### src/hdl/psrl_pkg.sv
// shared types and constants of the per-source rate limiter
// no dependencies
package psrl_pkg;

   localparam int CSR_IDX_BITS  = 3;
   localparam int CSR_DATA_BITS = 32;

   localparam logic [CSR_IDX_BITS-1:0] CSR_RATE         = 3'd0;
   localparam logic [CSR_IDX_BITS-1:0] CSR_WINDOW       = 3'd1;
   localparam logic [CSR_IDX_BITS-1:0] CSR_RELOAD       = 3'd2;
   localparam logic [CSR_IDX_BITS-1:0] CSR_STEP         = 3'd3;
   localparam logic [CSR_IDX_BITS-1:0] CSR_INIT_TIMEOUT = 3'd4;
   localparam logic [CSR_IDX_BITS-1:0] CSR_MAX_TRACKED  = 3'd5;

   localparam logic [15:0] RATE_RESET     = 16'd10;
   localparam logic [31:0] WINDOW_RESET   = 32'd60000;
   localparam logic [15:0] RELOAD_RESET   = 16'd10;
   localparam logic [31:0] STEP_RESET     = 32'd60000;
   localparam logic [31:0] TIMEOUT_RESET  = 32'd60000;
   localparam logic [6:0]  MAX_TRK_RESET  = 7'd64;

   typedef enum logic [1:0] {
      OP_CLEAR,
      OP_MISS,
      OP_HIT
   } op_type;

   typedef struct packed {
      logic   load;
      logic   rd_en;
      logic   step;
      logic   exec;
      op_type op;
   } cmd_type;

   typedef struct packed {
      logic hit;
      logic last;
      logic empty;
   } sts_type;

endpackage

### src/hdl/psrl_ctrl.sv
// controller: sequences request load, table scan and entry update
// depends on psrl_pkg
module psrl_ctrl (
   input  logic              clock,
   input  logic              reset,
   input  logic              req_valid,
   input  logic              req_action,
   output logic              req_ready,
   output logic              rsp_valid,
   input  logic              rsp_ready,
   input  psrl_pkg::sts_type sts,
   output psrl_pkg::cmd_type cmd
);
   import psrl_pkg::*;

   typedef enum logic [1:0] {
      ST_IDLE,
      ST_LOOK,
      ST_CMP,
      ST_EXEC
   } state_type;

   state_type state_ff;
   op_type    op_ff;
   logic      rsp_valid_ff;
   logic      out_free;

   assign out_free  = !rsp_valid_ff || rsp_ready;
   assign req_ready = (state_ff == ST_IDLE);
   assign rsp_valid = rsp_valid_ff;

   always_comb begin
      cmd    = '0;
      cmd.op = op_ff;
      unique case (state_ff)
         ST_IDLE: cmd.load  = req_valid;
         ST_LOOK: cmd.rd_en = 1'b1;
         ST_CMP:  cmd.step  = !sts.hit && !sts.last;
         ST_EXEC: cmd.exec  = out_free;
         default: cmd       = '0;
      endcase
   end

   always_ff @(posedge clock) begin
      if (reset) begin
         state_ff     <= ST_IDLE;
         op_ff        <= OP_CLEAR;
         rsp_valid_ff <= 1'b0;
      end else begin
         if ((state_ff == ST_EXEC) && out_free) begin
            rsp_valid_ff <= 1'b1;
         end else if (rsp_ready) begin
            rsp_valid_ff <= 1'b0;
         end
         unique case (state_ff)
            ST_IDLE: begin
               if (req_valid) begin
                  if (req_action) begin
                     op_ff    <= OP_CLEAR;
                     state_ff <= ST_EXEC;
                  end else if (sts.empty) begin
                     op_ff    <= OP_MISS;
                     state_ff <= ST_EXEC;
                  end else begin
                     state_ff <= ST_LOOK;
                  end
               end
            end
            ST_LOOK: state_ff <= ST_CMP;
            ST_CMP: begin
               priority if (sts.hit) begin
                  op_ff    <= OP_HIT;
                  state_ff <= ST_EXEC;
               end else if (sts.last) begin
                  op_ff    <= OP_MISS;
                  state_ff <= ST_EXEC;
               end else begin
                  state_ff <= ST_LOOK;
               end
            end
            ST_EXEC: begin
               if (out_free) begin
                  state_ff <= ST_IDLE;
               end
            end
            default: state_ff <= ST_IDLE;
         endcase
      end
   end

endmodule

### config.mk
export PLATFORM = sky130hd
export DESIGN_NAME = psrl_ctrl
export DESIGN_NICKNAME = d
export VERILOG_FILES = /design/src/hdl/psrl_pkg.sv /design/src/hdl/psrl_ctrl.sv
export SDC_FILE = /design/constraint.sdc
export NUM_CORES = 1
export LEC_CHECK = 0
export BUFFER_PORTS_ARGS = -buffer_cell sky130_fd_sc_hd__buf_4
export CORE_AREA = 5 5 42 44
export DETAILED_ROUTE_END_ITERATION = 8
export DIE_AREA = 0 0 47 49
export HOLD_SLACK_MARGIN = 0.05
export PLACE_DENSITY = 0.49
export SYNTH_ARGS = -nofsm -noshare
export SYNTH_HDL_FRONTEND = slang
export SYNTH_SLANG_ARGS = --single-unit
### constraint.sdc
create_clock -name clock -period 1.19 [get_ports clock]
set_input_delay 0.0595 -clock clock [delete_from_list [all_inputs] [get_ports clock]]
set_output_delay 0.0595 -clock clock [all_outputs]
set_load 0.01 [all_outputs]
## Word level (Yosys, flattened, before mapping)

Cells that the tools add are included.

- Reduce and logical (&&, ||, !) cells: 11
- Muxes and demuxes: 19
- Equality and inequality tests: 7

Operator list:

| cell | number |
|---|---|
| two-way mux 2 bit | 11 |
| one-hot mux 2 bit (4 select lines) | 1 |
| two-way mux 1 bit | 6 |
| == test 2 bit, second input constant | 2 |
| inequality test 2 bit, second input constant | 2 |
| one-hot mux 2 bit (2 select lines) | 1 |
| AND reduction 4 bit | 1 |
| nonzero test 2 bit | 2 |
| logical NOT 1 bit | 3 |
| inequality test 3 x 2 -> 1 bit, second input constant | 1 |
| inequality test 3 bit, second input constant | 1 |
| == test 2 x 1 -> 1 bit, second input constant | 1 |
| logical AND 1 bit | 2 |
| logical NOT 2 bit | 1 |
| AND reduction 2 bit | 1 |
| logical OR 1 bit | 1 |

- Flip-flop bits (word level): 5
- Output and inout bits: 8
- Input port bits: 8
- Logic and storage cells: 40

## Depth between registers and ports, before layout

Gate-level depths: netlist (run 1).

- Word-level depth: 4
- Depth in mapped cells: 4
- Gate-level depth less buffers: 3

## Worst setup path before layout (run 1)

OpenSTA, ideal clock, no wires.

- Path type: reg2reg
- Start: reg state_ff[1]
- End: reg op_ff[0]
- Library setup time: 0.072 ns
- Clock period less this slack: 1.030 ns
- Path buffers: 1
- Arrival: 0.958 ns
- Cell stages (with the launch flop): 5
- Required time: 1.118 ns
- Path slack: 0.160 ns
- Cell sequence: dfxtp_1 buf_6 or2_1 o22ai_1 mux2i_1

- Longest elaborated chain between the ends: 3
- Elaborated cells on any way between the ends: 8
- Classes of those cells: eq/ne (4); mux (1); reduce/logical (3)

RTL lines:

| what | RTL line | RTL |
|---|---|---|
| start, declared | psrl_ctrl.sv:23 | `state_type state_ff;` |
| start signal, assigned | psrl_ctrl.sv:46 | `state_ff <= ST_IDLE;` |
| start signal, assigned | psrl_ctrl.sv:60 | `state_ff <= ST_EXEC;` |
| start signal, assigned | psrl_ctrl.sv:63 | `state_ff <= ST_EXEC;` |
| == test 2 bit or logical NOT 2 bit (tied branches) | psrl_ctrl.sv:55 | `unique case (state_ff)` |
| inequality test 3 bit (no line) (tied with other cells) | - |  |
| AND reduction 4 bit (no line) | - |  |
| end signal, assigned | psrl_ctrl.sv:59 | `op_ff <= OP_CLEAR;` |
| end signal, assigned | psrl_ctrl.sv:62 | `op_ff <= OP_MISS;` |
| end signal, assigned | psrl_ctrl.sv:72 | `op_ff <= OP_HIT;` |
| end, declared | psrl_ctrl.sv:24 | `op_type op_ff;` |

Parallel ways exist; a longest one is shown, timed or not.
A chain may end at the register's enable or synchronous reset.

==> metrics.txt, run 1 <==
dpl hpwl=553 um; P&R area growth vs syn=84.2%; Net Sw Power=165 uW; Sw Share=27.6%; IO Count=16; dpl ws=0.124 ns; Multi-input gate area=173 sq um; final WL=around 790 um; TNS Setup=0 ns; final setup vio count=0; CP top delay family=simple AND/OR/NAND/NOR gates; Sink Count=5; Fillers=152; first-pass GRT wire length=1300 um; max cap viols=0; CP max FO=4; CTS tree=built; CTS Buf Count=3; Ys Warns=0; DRT Pass-1 Iters=4; Mapped Area=277 sq um; drt wl/cell=10.4 um; Avg Cell Area, Syn=7.90 sq um; worst setup margin=0.0314 ns; CTS root buf=clkbuf_4; most frequent cells in the layout=buf_4, nor2_1, clkbuf_4, dfxtp_1; via density per instance=4.29; sequential share of power=32.9%; commonest non-fill, non-tap cell in the layout=buf_4; hold_ws=0.121 ns; status=finished, final reports clean; die area=2300 sq um; gr ovfl total=0; worst endpoint required time=1.13 ns; Port-buffer cells=15; CP Data Arrival Time=1.10 ns; worst-path cell chain=or2_4, inv_2, and2_4, buf_6; # rows=14; Initial DRC Count=7; Static Leak=0.000249 uW; Internal=~430 uW; Yosys cell types=20; nets=between 60 and 70; detailed-route DRC error count=0; crit path launch type=flip-flop; Hold Fails Final Rpt=0; Clock Latency Late Sink=0.24 ns; register area share after synthesis=36.2%; crit end category=primary output; die width=47 um; power density over the cells=1170 nW/um^2; Core ar.=1400 sq um; Max Fclk=between 0.8 and 0.9 GHz; area of placed instances=405 sq um; vias in the first global route=316; Slew HR=71.8%; Final Cycle Share=97.4%; minimum clock period=approximately 1.2 ns; clock group share of total power=32.7%; Seq. cell area=108 sq um; critical path type=reg2out; CTS max path bufs=2; Hold WC Path Type=in2reg; Layout Skew=0.00348 ns; number of max-slew violations in the final report=0; design area=roughly 500 sq um; Max VDD drop=431 uV; CP max stage cell=dfxtp_4; pin count of the biggest net entering global routing=8; RSZ-0062 raised after global routing=yes; post-route ant nets=0; Total GRT Usage=7.81%; slew at the pin with the worst max-slew slack=0.419 ns; Comb power frac=34.4%; initial antenna violation count=0; Die Span Y=around 50 um; delay of the slowest critical-path stage=0.34 ns; worst path buffer plus inverter count=2; htree depth=1; synthesized flop and latch total=5; Pwr Total=roughly 600 uW; cell count after synthesis=35; Mapped Nets=43; layout cells sized above 1=53.3%; routability cong.=0.665; clock slew at reported path FFs=0.04 ns; # diodes=0; Via Count=roughly 330; initial core utilization=between 15 and 20%
## worst paths after layout
| kind | startpoint | to | slack [ns] | cells after the start |
|---|---|---|---|---|
| worst min register to register | op_ff[1] | op_ff[1] | 0.48 | 2 |
| worst max register to register | state_ff[0] | op_ff[0] | 0.09 | 4 |
| worst min-delay path | req_action | op_ff[0] | 0.12 | 3 |
| worst max-delay path | state_ff[0] | cmd[5] | 0.03 | 4 |
## worst reg2reg max path, delay by kind of cell (launching register included)
family,cells,cell delay [ns]
buffers and inverters,1,0.14
AOI/OAI and AO/OA,1,0.10
muxes,1,0.20
and+or+nand+nor,1,0.25
DFF,1,0.34
## flip-flops by register name, indices dropped and copies added (netlist names)
register / cells
rsp_valid: 1
op_ff: 2
state_ff: 2
## repair_timing
item,4_1_cts,5_1_grt
pin swaps,1,2
hold buffers,1,0
setup buffers,3,2
gates cloned,0,0
hold endpoints to repair,4,0
gates resized for setup,5,6
endpoints found under the setup margin,2,3
## per-layer routing
layer	part of all wire (%)	vias up	wire length, um	GRT usage, %
met1	53	138	422	11.4
met3	8.6	0	68	3.69
met5	0	-	0	0
met2	38	14	298	9.05
li1	-	174	-	-
met4	0	0	0	4.15
## kinds of logic (layout without fill, tap and decap cells)
group	count (synthesis)	after routing	share of synthesized area [%]
compound gates	9	9	22.6
buf+inv	4	29	8.14
flops	5	5	36.2
simple gates	16	16	29.4
mux	1	1	3.62
## cell usage after synthesis (all sizes together)
library cell	n	area, sq um
a2bb2oi	1	8.76
a21oi	2	10.0
dfxtp	5	100
o21ai	2	10.0
and2	1	6.26
nand3	1	5.00
nor3	2	10.0
nor2	6	22.5
nand2	1	3.75
a211o	1	8.76
and3b	1	8.76
mux2i	1	10.0
buf	1	11.3
nand2b	2	12.5
nor2b	1	6.26
or2	1	6.26
o211a	1	10.0
inv	3	11.3
o221ai	1	8.76
o22ai	1	6.26
## stage by stage
step                util [%]  std cells
floorplan                  -         35
global placement        28.9         66
detailed placement      28.9         66
CTS                     33.7         74
global route            36.3         76
finish                  36.3         76
## area by class of cell
type	count	area share, %
Sequential cell	5	21.1
Timing Repair Buffer	22	33.7
Multi-Input combinational cell	26	33.9
Inverter	3	2.21
Tap cell	16	3.93
Clock buffer	4	5.16
## power groups by stage
| stage | Clock [uW] | Combinational [uW] | Sequential [uW] |
|---|---|---|---|
| after floorplan | 0 | 83.3 | 200 |
| after global placement | 0 | 150 | 203 |
| after detailed placement | 0 | 148 | 203 |
| after CTS | 204 | 179 | 199 |
| after global routing | 225 | 227 | 198 |
| final | 195 | 206 | 197 |
Note: power is estimated with default switching activity, not from simulation.
==> run 2: changes to the inputs <==
--- a/config.mk
+++ b/config.mk
@@ -8,2 +8,3 @@
 export BUFFER_PORTS_ARGS = -buffer_cell sky130_fd_sc_hd__buf_4
+export CAP_MARGIN = 40
 export CORE_AREA = 5 5 42 44
--- a/constraint.sdc
+++ b/constraint.sdc
@@ -3,2 +3,2 @@
 set_output_delay 0.0595 -clock clock [all_outputs]
-set_load 0.01 [all_outputs]
+set_load 0.02 [all_outputs]
==> run 2 against run 1 <==
First-iteration DRC count unchanged. Design area down 0.25%. Worst setup slack lost 0.025 ns. Routed wire length up 2.5%. Die area unchanged. Count of clock-buffer cells in the layout is the same. Largest cell class unchanged. Highest routed layer unchanged.
==> metrics.txt, run 2 (same netlist as run 1, synthesis figures left out) <==
Comb power frac=36.2%; Static Leak=~0.00025 uW; Core ar.=1400 sq um; Initial DRC Count=7; vias in the first global route=321; pin count of the biggest net entering global routing=8; most frequent cells in the layout=buf_4, nor2_1, clkbuf_4, dfxtp_1; routability cong.=0.665; # diodes=0; # rows=14; commonest non-fill, non-tap cell in the layout=buf_4; sequential share of power=approximately 32%; Max VDD drop=460 uV; Max Fclk=about 0.84 GHz; detailed-route DRC error count=0; minimum clock period=1.18 ns; slew at the pin with the worst max-slew slack=around 0.35 ns; via density per instance=4.20; Port-buffer cells=15; post-route ant nets=0; RSZ-0062 raised after global routing=yes; CP top delay family=simple AND/OR/NAND/NOR gates; Total GRT Usage=between 7 and 8%; CTS tree=built; CTS Buf Count=3; TNS Setup=0 ns; CTS max path bufs=2; status=finished, final reports clean; P&R area growth vs syn=83.7%; die width=between 40 and 50 um; crit path launch type=flip-flop; nets=69; met2 usage=9.28%; worst path buffer plus inverter count=2; CP max stage cell=dfxtp_4; Via Count=319; met3 Track Usage GR=3.69%; initial core utilization=19.7%; Final Cycle Share=99.5%; layout cells sized above 1=55.0%; final WL=809 um; delay of the slowest critical-path stage=0.35 ns; die area=2300 sq um; drt wl/cell=roughly 11 um; htree depth=1; CTS root buf=clkbuf_4; max cap viols=0; dpl hpwl=553 um; met1 usage=~11%; crit end category=primary output; clock group share of total power=roughly a third; placed cell count=66; final core utilization=36.3%; clock slew at reported path FFs=0.04 ns; DRT Pass-1 Iters=6; Net Sw Power=between 150 and 200 uW; Clock Latency Late Sink=roughly 0.24 ns; Hold WC Path Type=in2reg; power density over the cells=1210 nW/um^2; Layout Skew=0.00307 ns; first-pass GRT wire length=1310 um; Internal=432 uW; CP Data Arrival Time=about 1.1 ns; IO Count=16; final setup vio count=0; worst endpoint required time=1.13 ns; gr ovfl total=0; Sink Count=5; number of max-slew violations in the final report=0; initial antenna violation count=0; worst-path cell chain=or2_4, inv_2, and2_4, buf_6; Sw Share=between 20 and 30%; CP max FO=5; Hold Fails Final Rpt=0; Slew HR=76.4%; final std cells w/o fill=76; critical path type=reg2out; most used routing layer=met1; Die Span Y=49 um
==> run 2: cell count changes in the layout (fill, tap and decap cells not counted) <==
cell / delta
nor2_1: -2
o22ai_1: +1
o22ai_2: -1
nor2_2: +2
==> run 2: per-stage QoR <==
step	power, uW	hold WS [ns]	area [sq um]	setup slack, ns
2_1_floorplan	301	0.129	277	0.0598
3_3_place_gp	372	0.279	405	0.141
3_5_place_dp	369	0.275	405	0.124
4_1_cts	607	0.118	478	0.0000528
5_1_grt	668	0.125	508	-0.0363
6_report	615	0.121	508	0.00610
==> run 2: layer usage <==
metal,wire length [um],share of wire (%)
met4,0,0
met2,320,40
met1,419,52
met5,0,0
met3,69,8.5
==> run 2: power groups by stage <==
stage          logic [uW]  registers [uW]  clock network, uW
2_1_floorplan        95.2             206                  0
3_3_place_gp          169             203                  0
3_5_place_dp          167             203                  0
4_1_cts               204             199                204
5_1_grt               243             199                225
6_report              223             197                195
==> run 2: timing repair <==
action,CTS,global route
buffers inserted,3,2
resized for setup,7,5
hold endpoints to repair,4,0
pin swaps,2,1
hold buffers,1,0
endpoints found under the setup margin,2,5
==> run 2: path summary, 6_finish.rpt <==
path                             startpoint        to  slack (ns)  cells after the start
worst max-delay path            state_ff[0]    cmd[5]       0.006                      4
worst min register to register     op_ff[1]  op_ff[1]        0.48                      2
worst max register to register  state_ff[0]  op_ff[0]        0.03                      4
worst min-delay path             req_action  op_ff[0]        0.12                      3
==> run 2: tightest hold or removal path, stage by stage <==
cell     delay [ns]
buf_4          0.08
a211o_1        0.10
mux2i_1        0.06
==> run 2: area by class of cell <==
type | count | area (sq um)
well taps | 16 | 20.0
repair buffers | 22 | 171
inverters | 3 | 11.3
clock buffers | 4 | 26.3
multi-input cells | 26 | 171
fillers | 157 | 893
flip-flops and latches | 5 | 108
==> run 3: changes to the inputs <==
- ABC_AREA: default -> 1
- PLACE_DENSITY: 0.49 -> 0.5
==> run 3 against run 2 <==
Clock skew shrank 0.0025 ns. Design area shrank 6.9%. Sequential power grew 6%. Fmax grew 7.8%. Via count grew 1.6%. Synthesized area grew 4.1%. Flip-flop and latch count is the same. Final cell count grew 5.3%. Critical path type unchanged.
==> metrics.txt, run 3 <==
Initial DRC Count=7; final WL=735 um; Area contributors post-synth=dfxtp_1, nand2_1, nor2_1, a21oi_1, nand3_1; CTS max path bufs=2; commonest cells in the netlist=nand2_1, nor2_1, dfxtp_1, a21oi_1, nand3_1; IO Count=16; placed cell count=72; die width=between 40 and 50 um; Fillers=between 150 and 200; Hold Fails Final Rpt=0; Static Leak=0.000241 uW; minimum clock period=1.10 ns; Mapped Area=288 sq um; post-route ant nets=0; Post-synth EDFFs=0; crit end category=primary output; nets=73; # diodes=0; CP max FO=5; CP max stage cell=dfxtp_2; die area=2300 sq um; Pwr Total=just over 600 uW; Final Cycle Share=92.3%; hold_ws=0.135 ns; synthesized flop and latch total=5; power density over the cells=around 1300 nW/um^2; RSZ-0062 raised after global routing=no; Core ar.=between 1000 and 1500 sq um; Ys Warns=0; pin count of the biggest net entering global routing=9; CTS root buf=clkbuf_4; max cap viols=0; Die Span Y=49 um; area of placed instances=409 sq um; initial core utilization=20.5%; # rows=14; critical path type=reg2out; layout cells sized above 1=approximately 45%; commonest non-fill, non-tap cell in the layout=buf_4; final setup vio count=0; gr ovfl total=0; final std cells w/o fill=80; CTS Buf Count=3; vias in the first global route=317; first-pass GRT wire length=1210 um; crit path launch type=flip-flop; most frequent cells in the layout=buf_4, nand2_1, nor2_1; Max Fclk=0.911 GHz; design area=473 sq um; Main synth FF type=dfxtp_1; cell count after synthesis=42; ys async rst share=0%; top-area cell type share of the netlist area=34.8%; slew at the pin with the worst max-slew slack=0.163 ns; clock slew at reported path FFs=0.04 ns; CTS tree=built; Layout Skew=0.000558 ns; DRT Pass-1 Iters=3; most numerous cell in the Yosys netlist=nand2_1; largest area contributor in the netlist=dfxtp_1; Via Count=324; Sink Count=5; delay of the slowest critical-path stage=0.34 ns; drt wl/cell=about 9 um; Slew HR=roughly nine tenths; detailed-route DRC error count=0; Yosys cell types=13; Avg Cell Area, Syn=6.85 sq um; worst-path cell chain=inv_2, nand2_1, nor3_1, buf_4; Port-buffer cells=15; htree depth=1; Total GRT Usage=7.40%; P&R area growth vs syn=64.3%; Hold WC Path Type=in2reg; register area share after synthesis=34.8%; Max VDD drop=571 uV; Mapped Nets=50; Clock Latency Late Sink=0.24 ns; TNS Setup=0 ns; CP Data Arrival Time=1.04 ns; number of max-slew violations in the final report=0; via density per instance=4.05; routability cong.=around 0.64; worst endpoint required time=~1.1 ns; initial antenna violation count=0; status=finished, final reports clean
## run 3: cell count changes in the layout (fill, tap and decap cells not counted), sizes merged, moves of 2 or more
cell	previous run	this run
a21oi	2	4
inv	3	5
nand2b	2	0
buf	21	18
nand3	1	4
nor2	6	9
nand2	1	10
## run 3: routing by layer
layer  share of wire (%)  vias up  GRT usage [%]
met1                  43      138           8.17
met5                   0        -              0
met4                   0        0           6.91
met3                 5.9        0           2.58
li1                    -      179              -
met2                  51        7           10.4
## run 3: worst max-delay path: cells and delay by family, from the launching register on
family	cells	cell delay, ns
simple gates	2	0.21
buf+inv	2	0.26
flops	1	0.34
## run 3: logic make-up after synthesis
group           Yosys count  share of synthesized area, %
compound gates            7                          16.1
simple gates             24                          38.7
flops                     5                          34.8
buf+inv                   6                          10.4
## run 3: stage by stage
step,utilization (%),setup WS [ns]
2_1_floorplan,-,0.159
3_3_place_gp,29.2,0.191
3_5_place_dp,29.2,0.178
4_1_cts,31.9,0.0280
5_1_grt,33.8,0.0128
6_report,33.8,0.0921
## run 3: final timing paths
check / from / depth (start not counted) / slack [ns] / endpoint
max: state_ff[0] / 4 / 0.09 / cmd[3]
min: rsp_ready / 4 / 0.13 / state_ff[0]
max reg2reg: state_ff[1] / 6 / 0.13 / op_ff[1]
min reg2reg: op_ff[1] / 2 / 0.49 / op_ff[1]
## run 3: final cells by class
| cell class | instances | area (sq um) | area share, % |
|---|---|---|---|
| multi-input cells | 31 | 160 | 33.9 |
| repair buffers | 19 | 145 | 30.7 |
| flip-flops and latches | 5 | 103 | 21.7 |
| inverters | 5 | 18.8 | 3.97 |
| well taps | 16 | 20.0 | 4.23 |
| clock buffers | 4 | 26.3 | 5.56 |
## run 3: power breakdown
group / switching, uW / total (uW) / leakage (uW) / internal [uW]
clock: 66.5 / 193 / 0.0000150 / 127
combinational: 110 / 207 / 0.000184 / 96.7
sequential: 19.4 / 208 / 0.0000419 / 188
## run 3: what timing repair did
action / CTS / global route
endpoints found under the hold margin: 3 / 0
resized for setup: 1 / 2
pin swaps: 0 / 1
hold buffers: 1 / 0
cloned: 0 / 0
buffers inserted: 0 / 3
endpoints found under the setup margin: 1 / 3
